===== src/design/gpio_rb_pkg.sv =====
`timescale 1ns / 1ps

package gpio_rb_pkg;

   localparam int NUM_PINS_DEFAULT = 54;
   localparam int OUT_W            = 54;
   localparam int DATA_W           = 32;
   localparam int OFS_W            = 6;
   localparam int WIDE_W           = 64;

   // function select packing
   localparam int PINS_PER_FSEL = 10;
   localparam int FSEL_BITS     = 3;
   localparam int FSEL_WORDS    = 6;

   localparam logic [2:0] FSEL_OUTPUT = 3'b001;
   localparam logic [1:0] PULL_DOWN   = 2'd1;
   localparam logic [1:0] PULL_UP     = 2'd2;

   localparam logic REQ_READ  = 1'b0;
   localparam logic REQ_WRITE = 1'b1;

   // register word offsets
   localparam logic [5:0] OFS_FSEL_LAST = 6'd5;
   localparam logic [5:0] OFS_SET0      = 6'd7;
   localparam logic [5:0] OFS_SET1      = 6'd8;
   localparam logic [5:0] OFS_CLR0      = 6'd10;
   localparam logic [5:0] OFS_CLR1      = 6'd11;
   localparam logic [5:0] OFS_LEV0      = 6'd13;
   localparam logic [5:0] OFS_LEV1      = 6'd14;
   localparam logic [5:0] OFS_PUD       = 6'd37;
   localparam logic [5:0] OFS_PUDCLK0   = 6'd38;
   localparam logic [5:0] OFS_PUDCLK1   = 6'd39;

   typedef struct packed {
      logic              req_type;
      logic [OFS_W-1:0]  word_offset;
      logic [DATA_W-1:0] write_data;
      logic [OUT_W-1:0]  pin_levels;
   } req_payload_type;

   typedef struct packed {
      logic [DATA_W-1:0] read_data;
      logic [OUT_W-1:0]  pin_drive;
      logic [OUT_W-1:0]  pin_output_enable;
      logic [OUT_W-1:0]  pull_up_mask;
      logic [OUT_W-1:0]  pull_down_mask;
   } rsp_payload_type;

endpackage


===== src/design/gpio_rb_regs.sv =====
`timescale 1ns / 1ps

module gpio_rb_regs #(
   parameter int NUM_PINS = gpio_rb_pkg::NUM_PINS_DEFAULT
) (
   input  logic                        clock,
   input  logic                        reset,
   input  logic                        accept,
   input  gpio_rb_pkg::req_payload_type req,
   output gpio_rb_pkg::rsp_payload_type result
);
   import gpio_rb_pkg::*;

   localparam int P = NUM_PINS;

   logic [2:0]   fsel_ff [P];
   logic [2:0]   fsel_in [P];
   logic [1:0]   mode_ff [P];
   logic [1:0]   mode_in [P];
   logic [P-1:0] latch_ff, latch_in;
   logic [1:0]   pullctl_ff, pullctl_in;

   logic                wr;
   logic [OFS_W-1:0]    off;
   logic [DATA_W-1:0]   wdata;
   logic [P-1:0]        ext;
   logic [P-1:0]        oe_now, oe_in, up_in, down_in, level, clk_sel;
   logic [WIDE_W-1:0]   level_wide;
   logic [DATA_W-1:0]   fsel_word [FSEL_WORDS];
   logic [DATA_W-1:0]   rd;

   // place a data word at pin 0 or pin 32, keeping only existing pins
   function automatic logic [P-1:0] spread(input logic [DATA_W-1:0] d, input logic half);
      logic [WIDE_W-1:0] v;
      v = half ? {d, 32'b0} : {32'b0, d};
      return v[P-1:0];
   endfunction

   function automatic logic [OUT_W-1:0] to_out(input logic [P-1:0] v);
      logic [WIDE_W-1:0] w;
      w = WIDE_W'(v);
      return w[OUT_W-1:0];
   endfunction

   assign wr    = accept && (req.req_type == REQ_WRITE);
   assign off   = req.word_offset;
   assign wdata = req.write_data;

   always_comb begin
      logic [WIDE_W-1:0] ext_wide;
      ext_wide = WIDE_W'(req.pin_levels);
      ext      = ext_wide[P-1:0];
   end

   // next state
   always_comb begin
      latch_in   = latch_ff;
      pullctl_in = pullctl_ff;
      clk_sel    = '0;
      if (wr) begin
         priority if (off == OFS_SET0 || off == OFS_SET1) begin
            latch_in = latch_ff | spread(wdata, off == OFS_SET1);
         end else if (off == OFS_CLR0 || off == OFS_CLR1) begin
            latch_in = latch_ff & ~spread(wdata, off == OFS_CLR1);
         end else if (off == OFS_PUD) begin
            pullctl_in = wdata[1:0];
         end else if (off == OFS_PUDCLK0 || off == OFS_PUDCLK1) begin
            clk_sel = spread(wdata, off == OFS_PUDCLK1);
         end else begin
         end
      end
      for (int p = 0; p < P; p++) begin
         fsel_in[p] = fsel_ff[p];
         if (wr && off <= OFS_FSEL_LAST && off == OFS_W'(p / PINS_PER_FSEL)) begin
            fsel_in[p] = wdata[FSEL_BITS * (p % PINS_PER_FSEL) +: FSEL_BITS];
         end
         mode_in[p] = clk_sel[p] ? pullctl_ff : mode_ff[p];
      end
   end

   // per-pin decode
   always_comb begin
      for (int p = 0; p < P; p++) begin
         oe_now[p]  = (fsel_ff[p] == FSEL_OUTPUT);
         oe_in[p]   = (fsel_in[p] == FSEL_OUTPUT);
         up_in[p]   = (mode_in[p] == PULL_UP);
         down_in[p] = (mode_in[p] == PULL_DOWN);
      end
   end

   always_comb begin
      for (int w = 0; w < FSEL_WORDS; w++) begin
         fsel_word[w] = '0;
         for (int k = 0; k < PINS_PER_FSEL; k++) begin
            if (w * PINS_PER_FSEL + k < P) begin
               fsel_word[w][FSEL_BITS * k +: FSEL_BITS] = fsel_ff[w * PINS_PER_FSEL + k];
            end
         end
      end
   end

   assign level      = (latch_ff & oe_now) | (ext & ~oe_now);
   assign level_wide = WIDE_W'(level);

   always_comb begin
      rd = '0;
      if (req.req_type == REQ_READ) begin
         priority if (off <= OFS_FSEL_LAST) begin
            rd = fsel_word[off[2:0]];
         end else if (off == OFS_LEV0) begin
            rd = level_wide[31:0];
         end else if (off == OFS_LEV1) begin
            rd = level_wide[63:32];
         end else if (off == OFS_PUD) begin
            rd = DATA_W'(pullctl_ff);
         end else begin
            rd = '0;
         end
      end
   end

   always_comb begin
      result.read_data         = rd;
      result.pin_drive         = to_out(latch_in);
      result.pin_output_enable = to_out(oe_in);
      result.pull_up_mask      = to_out(up_in);
      result.pull_down_mask    = to_out(down_in);
   end

   always_ff @(posedge clock) begin
      if (reset) begin
         latch_ff   <= '0;
         pullctl_ff <= '0;
         for (int p = 0; p < P; p++) begin
            fsel_ff[p] <= '0;
            mode_ff[p] <= '0;
         end
      end else if (accept) begin
         latch_ff   <= latch_in;
         pullctl_ff <= pullctl_in;
         for (int p = 0; p < P; p++) begin
            fsel_ff[p] <= fsel_in[p];
            mode_ff[p] <= mode_in[p];
         end
      end
   end

endmodule


===== src/design/gpio_rb_outbuf.sv =====
`timescale 1ns / 1ps

module gpio_rb_outbuf (
   input  logic                         clock,
   input  logic                         reset,
   input  logic                         in_valid,
   output logic                         in_stall,
   input  gpio_rb_pkg::rsp_payload_type in_data,
   output logic                         out_valid,
   input  logic                         out_stall,
   output gpio_rb_pkg::rsp_payload_type out_data
);
   import gpio_rb_pkg::*;

   rsp_payload_type main_ff, skid_ff;
   logic            main_valid_ff, skid_valid_ff;
   logic            push, take;

   assign in_stall  = skid_valid_ff;
   assign push      = in_valid && !skid_valid_ff;
   assign take      = main_valid_ff && !out_stall;
   assign out_valid = main_valid_ff;
   assign out_data  = main_ff;

   always_ff @(posedge clock) begin
      if (reset) begin
         main_valid_ff <= 1'b0;
         skid_valid_ff <= 1'b0;
      end else if (skid_valid_ff) begin
         if (take) begin
            main_ff       <= skid_ff;
            skid_valid_ff <= 1'b0;
         end
      end else if (push) begin
         if (!main_valid_ff || take) begin
            main_ff       <= in_data;
            main_valid_ff <= 1'b1;
         end else begin
            skid_ff       <= in_data;
            skid_valid_ff <= 1'b1;
         end
      end else if (take) begin
         main_valid_ff <= 1'b0;
      end
   end

endmodule


===== src/design/gpio_register_block_core.sv =====
`timescale 1ns / 1ps

// GPIO register block: one bus transaction in, one result transaction out. Each request is a
// read or write at a 32-bit word offset (function select 0-5, latch set 7-8, latch clear
// 10-11, pin level 13-14, pull mode 37, pull clock 38-39; everything else reads zero). The
// result carries the read data (zero on writes) and a snapshot of the pin outputs taken after
// the access: output latch, output enables and the pull-up/pull-down masks. Register state is
// updated in the cycle a request is accepted and the result lands in the output register, so
// with the result side taking every cycle one transaction goes through per clock. A two-entry
// output buffer lets one more request in while a result waits; the request side stalls only
// when both entries are full.

module gpio_register_block_core #(
   parameter int NUM_PINS = gpio_rb_pkg::NUM_PINS_DEFAULT
) (
   input  logic                         clock,
   input  logic                         reset,
   input  logic                         req_valid,
   output logic                         req_stall,
   input  gpio_rb_pkg::req_payload_type req_payload,
   output logic                         rsp_valid,
   input  logic                         rsp_stall,
   output gpio_rb_pkg::rsp_payload_type rsp_payload
);
   import gpio_rb_pkg::*;

   logic            req_accept;
   rsp_payload_type result;

   // a request is taken whenever the output buffer has room
   assign req_accept = req_valid && !req_stall;

   // register file and access decode
   gpio_rb_regs #(
      .NUM_PINS (NUM_PINS)
   ) u_regs (
      .clock  (clock),
      .reset  (reset),
      .accept (req_accept),
      .req    (req_payload),
      .result (result)
   );

   // result register plus skid entry
   gpio_rb_outbuf u_outbuf (
      .clock     (clock),
      .reset     (reset),
      .in_valid  (req_valid),
      .in_stall  (req_stall),
      .in_data   (result),
      .out_valid (rsp_valid),
      .out_stall (rsp_stall),
      .out_data  (rsp_payload)
   );

   // skid entry only fills behind a waiting result
   assert property (@(posedge clock) disable iff (reset) req_stall |-> rsp_valid)
      else $error("request stalled with no result pending");

   // a transaction into an empty buffer shows up as a result next cycle
   assert property (@(posedge clock) disable iff (reset)
      (req_valid && !req_stall && !rsp_valid) |=> rsp_valid)
      else $error("accepted transaction did not reach the result register");

   // a pin cannot be pulled up and down at once
   assert property (@(posedge clock) disable iff (reset)
      rsp_valid |-> ((rsp_payload.pull_up_mask & rsp_payload.pull_down_mask) == '0))
      else $error("pull-up and pull-down masks overlap");

endmodule

===== config.mk =====
export PLATFORM = sky130hd
export DESIGN_NAME = gpio_register_block_core
export DESIGN_NICKNAME = d
export VERILOG_FILES = /design/src/design/gpio_rb_pkg.sv /design/src/design/gpio_rb_regs.sv /design/src/design/gpio_rb_outbuf.sv /design/src/design/gpio_register_block_core.sv
export SDC_FILE = /design/constraint.sdc
export NUM_CORES = 1
export LEC_CHECK = 0
export ABC_AREA = 0
export ABC_CLOCK_PERIOD_IN_PS = 65700
export BUFFER_PORTS_ARGS = -buffer_cell sky130_fd_sc_hd__buf_4
export CAP_MARGIN = 30
export CORE_MARGIN = 2
export CORE_UTILIZATION = 50
export DETAILED_ROUTE_END_ITERATION = 10
export GPL_TIMING_DRIVEN = 0
export PLACE_DENSITY = 0.8
export SYNTH_ARGS = -nofsm -noshare
export SYNTH_HDL_FRONTEND = slang
export SYNTH_SLANG_ARGS = --single-unit

===== constraint.sdc =====
create_clock -name clock -period 65.7 [get_ports clock]
set_input_delay 6.57 -clock clock [delete_from_list [all_inputs] [get_ports clock]]
set_output_delay 6.57 -clock clock [all_outputs]
set_load 0.01 [all_outputs]

======== Word-level counts from Yosys, hierarchy flattened ========
Memory sizes are Yosys's and may differ from the RTL's.
Index checks and enable logic that the tools add are counted.
storage, ports and cells
  register bits ........................... 554
  RAM bits ................................ 270
  output and inout port bits .............. 250
  logic and storage cells ................. 647
  memories ................................ 2
memory list
  memory          depth  bits a word  rd ports  clocked after memory_dff  wr ports  RTL line            source
  u_regs.fsel_ff  54     3            54        0                         54        gpio_rb_regs.sv:16  logic [2:0] fsel_ff [P];
  u_regs.mode_ff  54     2            54        0                         54        gpio_rb_regs.sv:18  logic [1:0] mode_ff [P];
operators by class
  magnitude comparators ................... 2
  eq/ne operators ......................... 232
  muxes and demuxes ....................... 251
  bitwise operators ....................... 121
  reductions and logical operators ........ 25
operators by type and width
  operator              number
  $mux W248             4
  $mux W54              11
  $eq A3 B1 Y1 const B  108
  $mux W3               108
  $mux W2               109
  $mux W32              6
  $and A54 B54 Y54      3
  $eq A2 B1 Y1 const B  54
  $eq A2 B2 Y1 const B  54
  $not A54 Y54          2
  $or A1 B1 Y1          108
  $or A54 B54 Y54       2
  $bmux W32 S3          1
  $eq A6 B4 Y1 const B  5
  $eq A6 B3 Y1 const B  3
  $eq A6 B6 Y1 const B  3
  $eq A6 B2 Y1 const B  2
  $mux W1               12
  $logic_and A1 B1 Y1   10
  $reduce_and A4 Y1     2
  $eq A6 B1 Y1 const B  1
  $le A6 B3 Y1 const B  1
  $logic_not A6 Y1      1
  $reduce_bool A2 Y1    3
  9 further kinds       18

======== Longest topological paths before layout ========
  word-level depth ........................ 12
  depth in mapped cells ................... 9
  gate-level depth less buffers ........... 5

======== Modules after synthesis ========
Synthesis repeated with hierarchy kept, for this count alone.
unflattened totals
  cell total of the unflattened synthesis .. 2949
  area, all modules ....................... 38316.7 µm²
by module, submodules not included
  module                    instances  cells an instance  area each (µm²)
  gpio_rb_regs              1          2164               20248.2
  gpio_rb_outbuf            1          784                18054.8
  gpio_register_block_core  1          1                  13.8

======== Worst setup path after synthesis ========
Ideal clock, no wire load.
  path kind ............................... in2reg
  from .................................... in req_valid
  to ...................................... reg u_outbuf.main_ff, in the netlist u_outbuf.out_data[0], enable pin
  setup time .............................. 1.251 ns
  arrival time ............................ 25.141 ns
  required time ........................... 64.449 ns
  path slack .............................. 39.308 ns
  cell stages on the path ................. 2
  path buffers ............................ 0
  path through ............................ nand2b_1 a221oi_1
between the ends
  longest elaborated chain between the ends .. 3
RTL lines
  item                          RTL line                        source
  start: declaration            gpio_register_block_core.sv:18  input logic req_valid,
  $logic_and A1 B1 Y1           gpio_rb_outbuf.sv:20            assign push = in_valid && !skid_valid_ff;
  $reduce_bool A2 Y1 (no line)  n/a
  $reduce_and A4 Y1 (no line)   n/a
  end signal: assignment        gpio_rb_outbuf.sv:31            main_ff <= skid_ff;
  end signal: assignment        gpio_rb_outbuf.sv:36            main_ff <= in_data;
  end: declaration              gpio_rb_outbuf.sv:15            rsp_payload_type main_ff, skid_ff;
No other way between the ends.
A chain may end at the register's enable or synchronous reset.

==> flow_metrics.py <==
metrics = {
    "synth": {
        "netlist_area_um2": 38600,
        "synth_fp_nets": 3149,
        "yosysTopAreaCell": "edfxtp_1",
        "synth_enable_flop_cells": 766,
        "ys_seq_elements": 824,
        "synth_area_leaders": "edfxtp_1 60%, mux2i_1 8.4%, mux2_2 6.9%, nand2_1 4.0%, dfxtp_1 3.0%",
        "yosysTopAreaCellShare_pct": 59.6,
        "syn-instance-count": 3052,
        "seq_area_frac_synth_pct": 62.6,
        "ys_types": 59,
        "ys.flop_type": "edfxtp_1",
        "async_flop_share_pct": 0,
        "post-synth-top-count-cell": "edfxtp_1",
        "yosys_warnings": 0,
        "postSynthAreaPerCell_um2": 12.6,
        "synthTopCellsByCount": "766 x edfxtp_1, 409 x nand2_1, 322 x mux2i_1",
    },
    "floorplanning": {
        "die_w_um": 282,
        "start_util_pct": 50.7,
        "die_y_um": 282,
        "row_count": 101,
        "io_pins": 347,
        "die_area_um2": 79400,
        "core_area_um2": 76200,
    },
    "pwr": {
        "p_clk_share_pct": 40.2,
        "internal-power_uw": 936,
        "p_leak_nw": 17.2,
        "swShare_pct": 25.1,
        "net-switching-power_uw": 313,
        "power_frac_seq_pct": 49.6,
        "power_density_nw_per_um2": 27.2,
        "p_comb_share_pct": 10.3,
        "irDropWorstVdd_uv": 21.4,
    },
    "setup_path": {
        "crit_path_max_incr_delay_ns": 0.75,
        "crit_chain": "buf_4 > buf_2 > clkinv_1 > nand4_1 > clkbuf_1 > o21ai_0 > mux2_2",
        "critPathCaptureType": "flop",
        "crit_slowest_cell": "clkbuf_1",
        "worstPathRequired_ns": 66.12,
        "arrival_ns": 9.79,
        "path_max_fanout": 10,
        "cp-start-kind": "input pin",
        "critPathKind": "input pin to flop",
    },
    "route": {
        "drc_errors": 0,
        "wirelength_mm": 137,
        "vias_per_cell": 6.28,
        "wire_per_inst_um": 29.7,
        "drtPass1Iterations": 7,
        "postRouteAntennaNets": 0,
        "drtIter0Drc": 4517,
        "vias": 28900,
    },
    "global_route": {
        "grt_pass1_wl_mm": 192,
        "grt_max_degree": 125,
        "grt-ovfl-total": 0,
        "grt_pass1_vias": 27300,
        "antenna_found_initial": 6,
        "grt_usage_pct": 33.9,
    },
    "place": {
        "io_buffers": 321,
        "gp_congestion": 1.05,
        "post_dp_cell_area_um2": 43000,
        "post-dp-hpwl_mm": 102,
    },
    "sta": {
        "slew_headroom_pct": 21.2,
        "fin_hold_ws_ns": 0.514,
        "fin_crit_sh_pct": 14.3,
        "rsz0062_at_grt": "false",
        "slew_violations": 0,
        "hold_viol": 0,
        "worstMarginPinSlew_ns": 1.18,
        "min_period_ns": 9.37,
        "finalClockSkew_ns": 0.0366,
        "final.setup.tns_ns": 0,
        "max_clock_freq_ghz": 0.107,
        "setup_viol": 0,
    },
    "clock_network": {
        "cts_max_level": 3,
        "clkLatencyLatePin_ns": 0.68,
        "post_cts_resized": 0,
        "cts_tree": "yes",
        "clock_path_buffers": 3,
        "cts_buffers": 86,
        "clock-sinks": 824,
        "holdBufCountCts": 0,
        "post_cts_buffers": 0,
        "cts-root-buf": "clkbuf_16",
        "clkTransAtPathRegs_ns": 0.06,
    },
    "final_layout": {
        "final_area_um2": 45900,
        "syn_to_final_growth_pct": 18.9,
        "fin_util_pct": 60.2,
        "nets": 3602,
        "drive_gt1_share_pct": 22.8,
        "fillers": 6004,
    },
    "min_path": {
        "worstHoldPathType": "flop to flop",
    },
    "outcome": {
        "status": "finished, final reports clean",
    },
    "job": {
        "drv_cap": 0,
    },
}
-- flip-flops by register name, summed over array words and instances, names as in the netlist --
name and cells:
u_outbuf.out_valid 1, u_outbuf.out_data 248, u_regs.mode_ff 108, u_outbuf.skid_ff 248, u_outbuf.in_stall 1, u_regs.pullctl_ff 2, u_regs.latch_ff 54, u_regs.fsel_ff 162
-- through the flow --
| stage | cells | power (mW) | setup slack [ns] |
|---|---|---|---|
| final | 4607 | 1.25 | 56.33 |
| after global routing | 4606 | 1.28 | 56.50 |
| after CTS | 4598 | 1.25 | 56.65 |
| after detailed placement | 4440 | 0.753 | 55.97 |
| after global placement | 4403 | 0.759 | 30.64 |
| after floorplan | 3052 | 0.700 | 39.31 |
-- power groups by stage --
stage / registers (mW) / logic, mW / clock network (mW)
floorplan: 0.637 / 0.0627 / 0
global placement: 0.642 / 0.117 / 0
detailed placement: 0.629 / 0.124 / 0
CTS: 0.618 / 0.125 / 0.505
global route: 0.621 / 0.134 / 0.525
finish: 0.619 / 0.128 / 0.502
-- layer usage --
layer	global-route usage [%]	vias to the layer above	routed length, µm
met3	10.4	427	17700
met4	18.8	6	8330
met5	0	-	37
met1	44.9	14200	51400
li1	-	12200	-
met2	49.8	2085	59500
-- worst paths after layout --
path	startpoint	depth (start not counted)	endpoint	slack (ns)
max	req_payload[88]	7	u_outbuf.out_data[117]$_DFFE_PP_	56.33
min	u_regs.latch_ff[8]$_SDFFE_PP0N_	2	u_regs.latch_ff[8]$_SDFFE_PP0N_	0.51
min reg2reg	u_regs.latch_ff[8]$_SDFFE_PP0N_	2	u_regs.latch_ff[8]$_SDFFE_PP0N_	0.51
max reg2reg	u_outbuf.in_stall$_SDFF_PP0_	13	u_outbuf.out_data[55]$_DFFE_PP_	61.38
-- worst max-delay path, delay by kind of cell --
kind / cells / cell delay, ns
AO/OA/AOI/OAI: 1 / 0.57
buffers and inverters: 4 / 1.74
multiplexers: 1 / 0.43
AND/OR/NAND/NOR: 1 / 0.46
-- cells in the final DEF, fill, tap and decap left out, types with 117 or more instances in the layout --
cell      instances
edfxtp_1        766
nand2_1         409
buf_4           334
mux2i_1         322
mux2_2          238
nor2_1          194
clkbuf_1        193
o21ai_0         177
a21oi_1         153
nand2b_1        117
-- logic make-up (layout without fill, tap and decap cells) --
logic type / Yosys count / after routing / share of synthesized area, %
mux: 567 / 567 / 15.7
simple gates: 904 / 904 / 11.1
compound gates: 519 / 519 / 8.01
buf+inv: 238 / 761 / 2.57
other cells: 0 / 2 / 0
flops: 824 / 824 / 62.6
-- area by class of cell --
class                   count  area, µm²  share of cell area, %
clock inverters            56        657                   1.43
plain buffers             228        953                   2.08
flip-flops and latches    824      24200                   52.7
clock buffers             102       2210                   4.82
repair buffers            365       3100                   6.76
diodes                      2       5.00                 0.0109
multi-input cells        1990      13500                   29.3
inverters                  10       45.0                 0.0981
well taps                1030       1290                   2.81
Note: power is estimated with default switching activity, not from simulation.
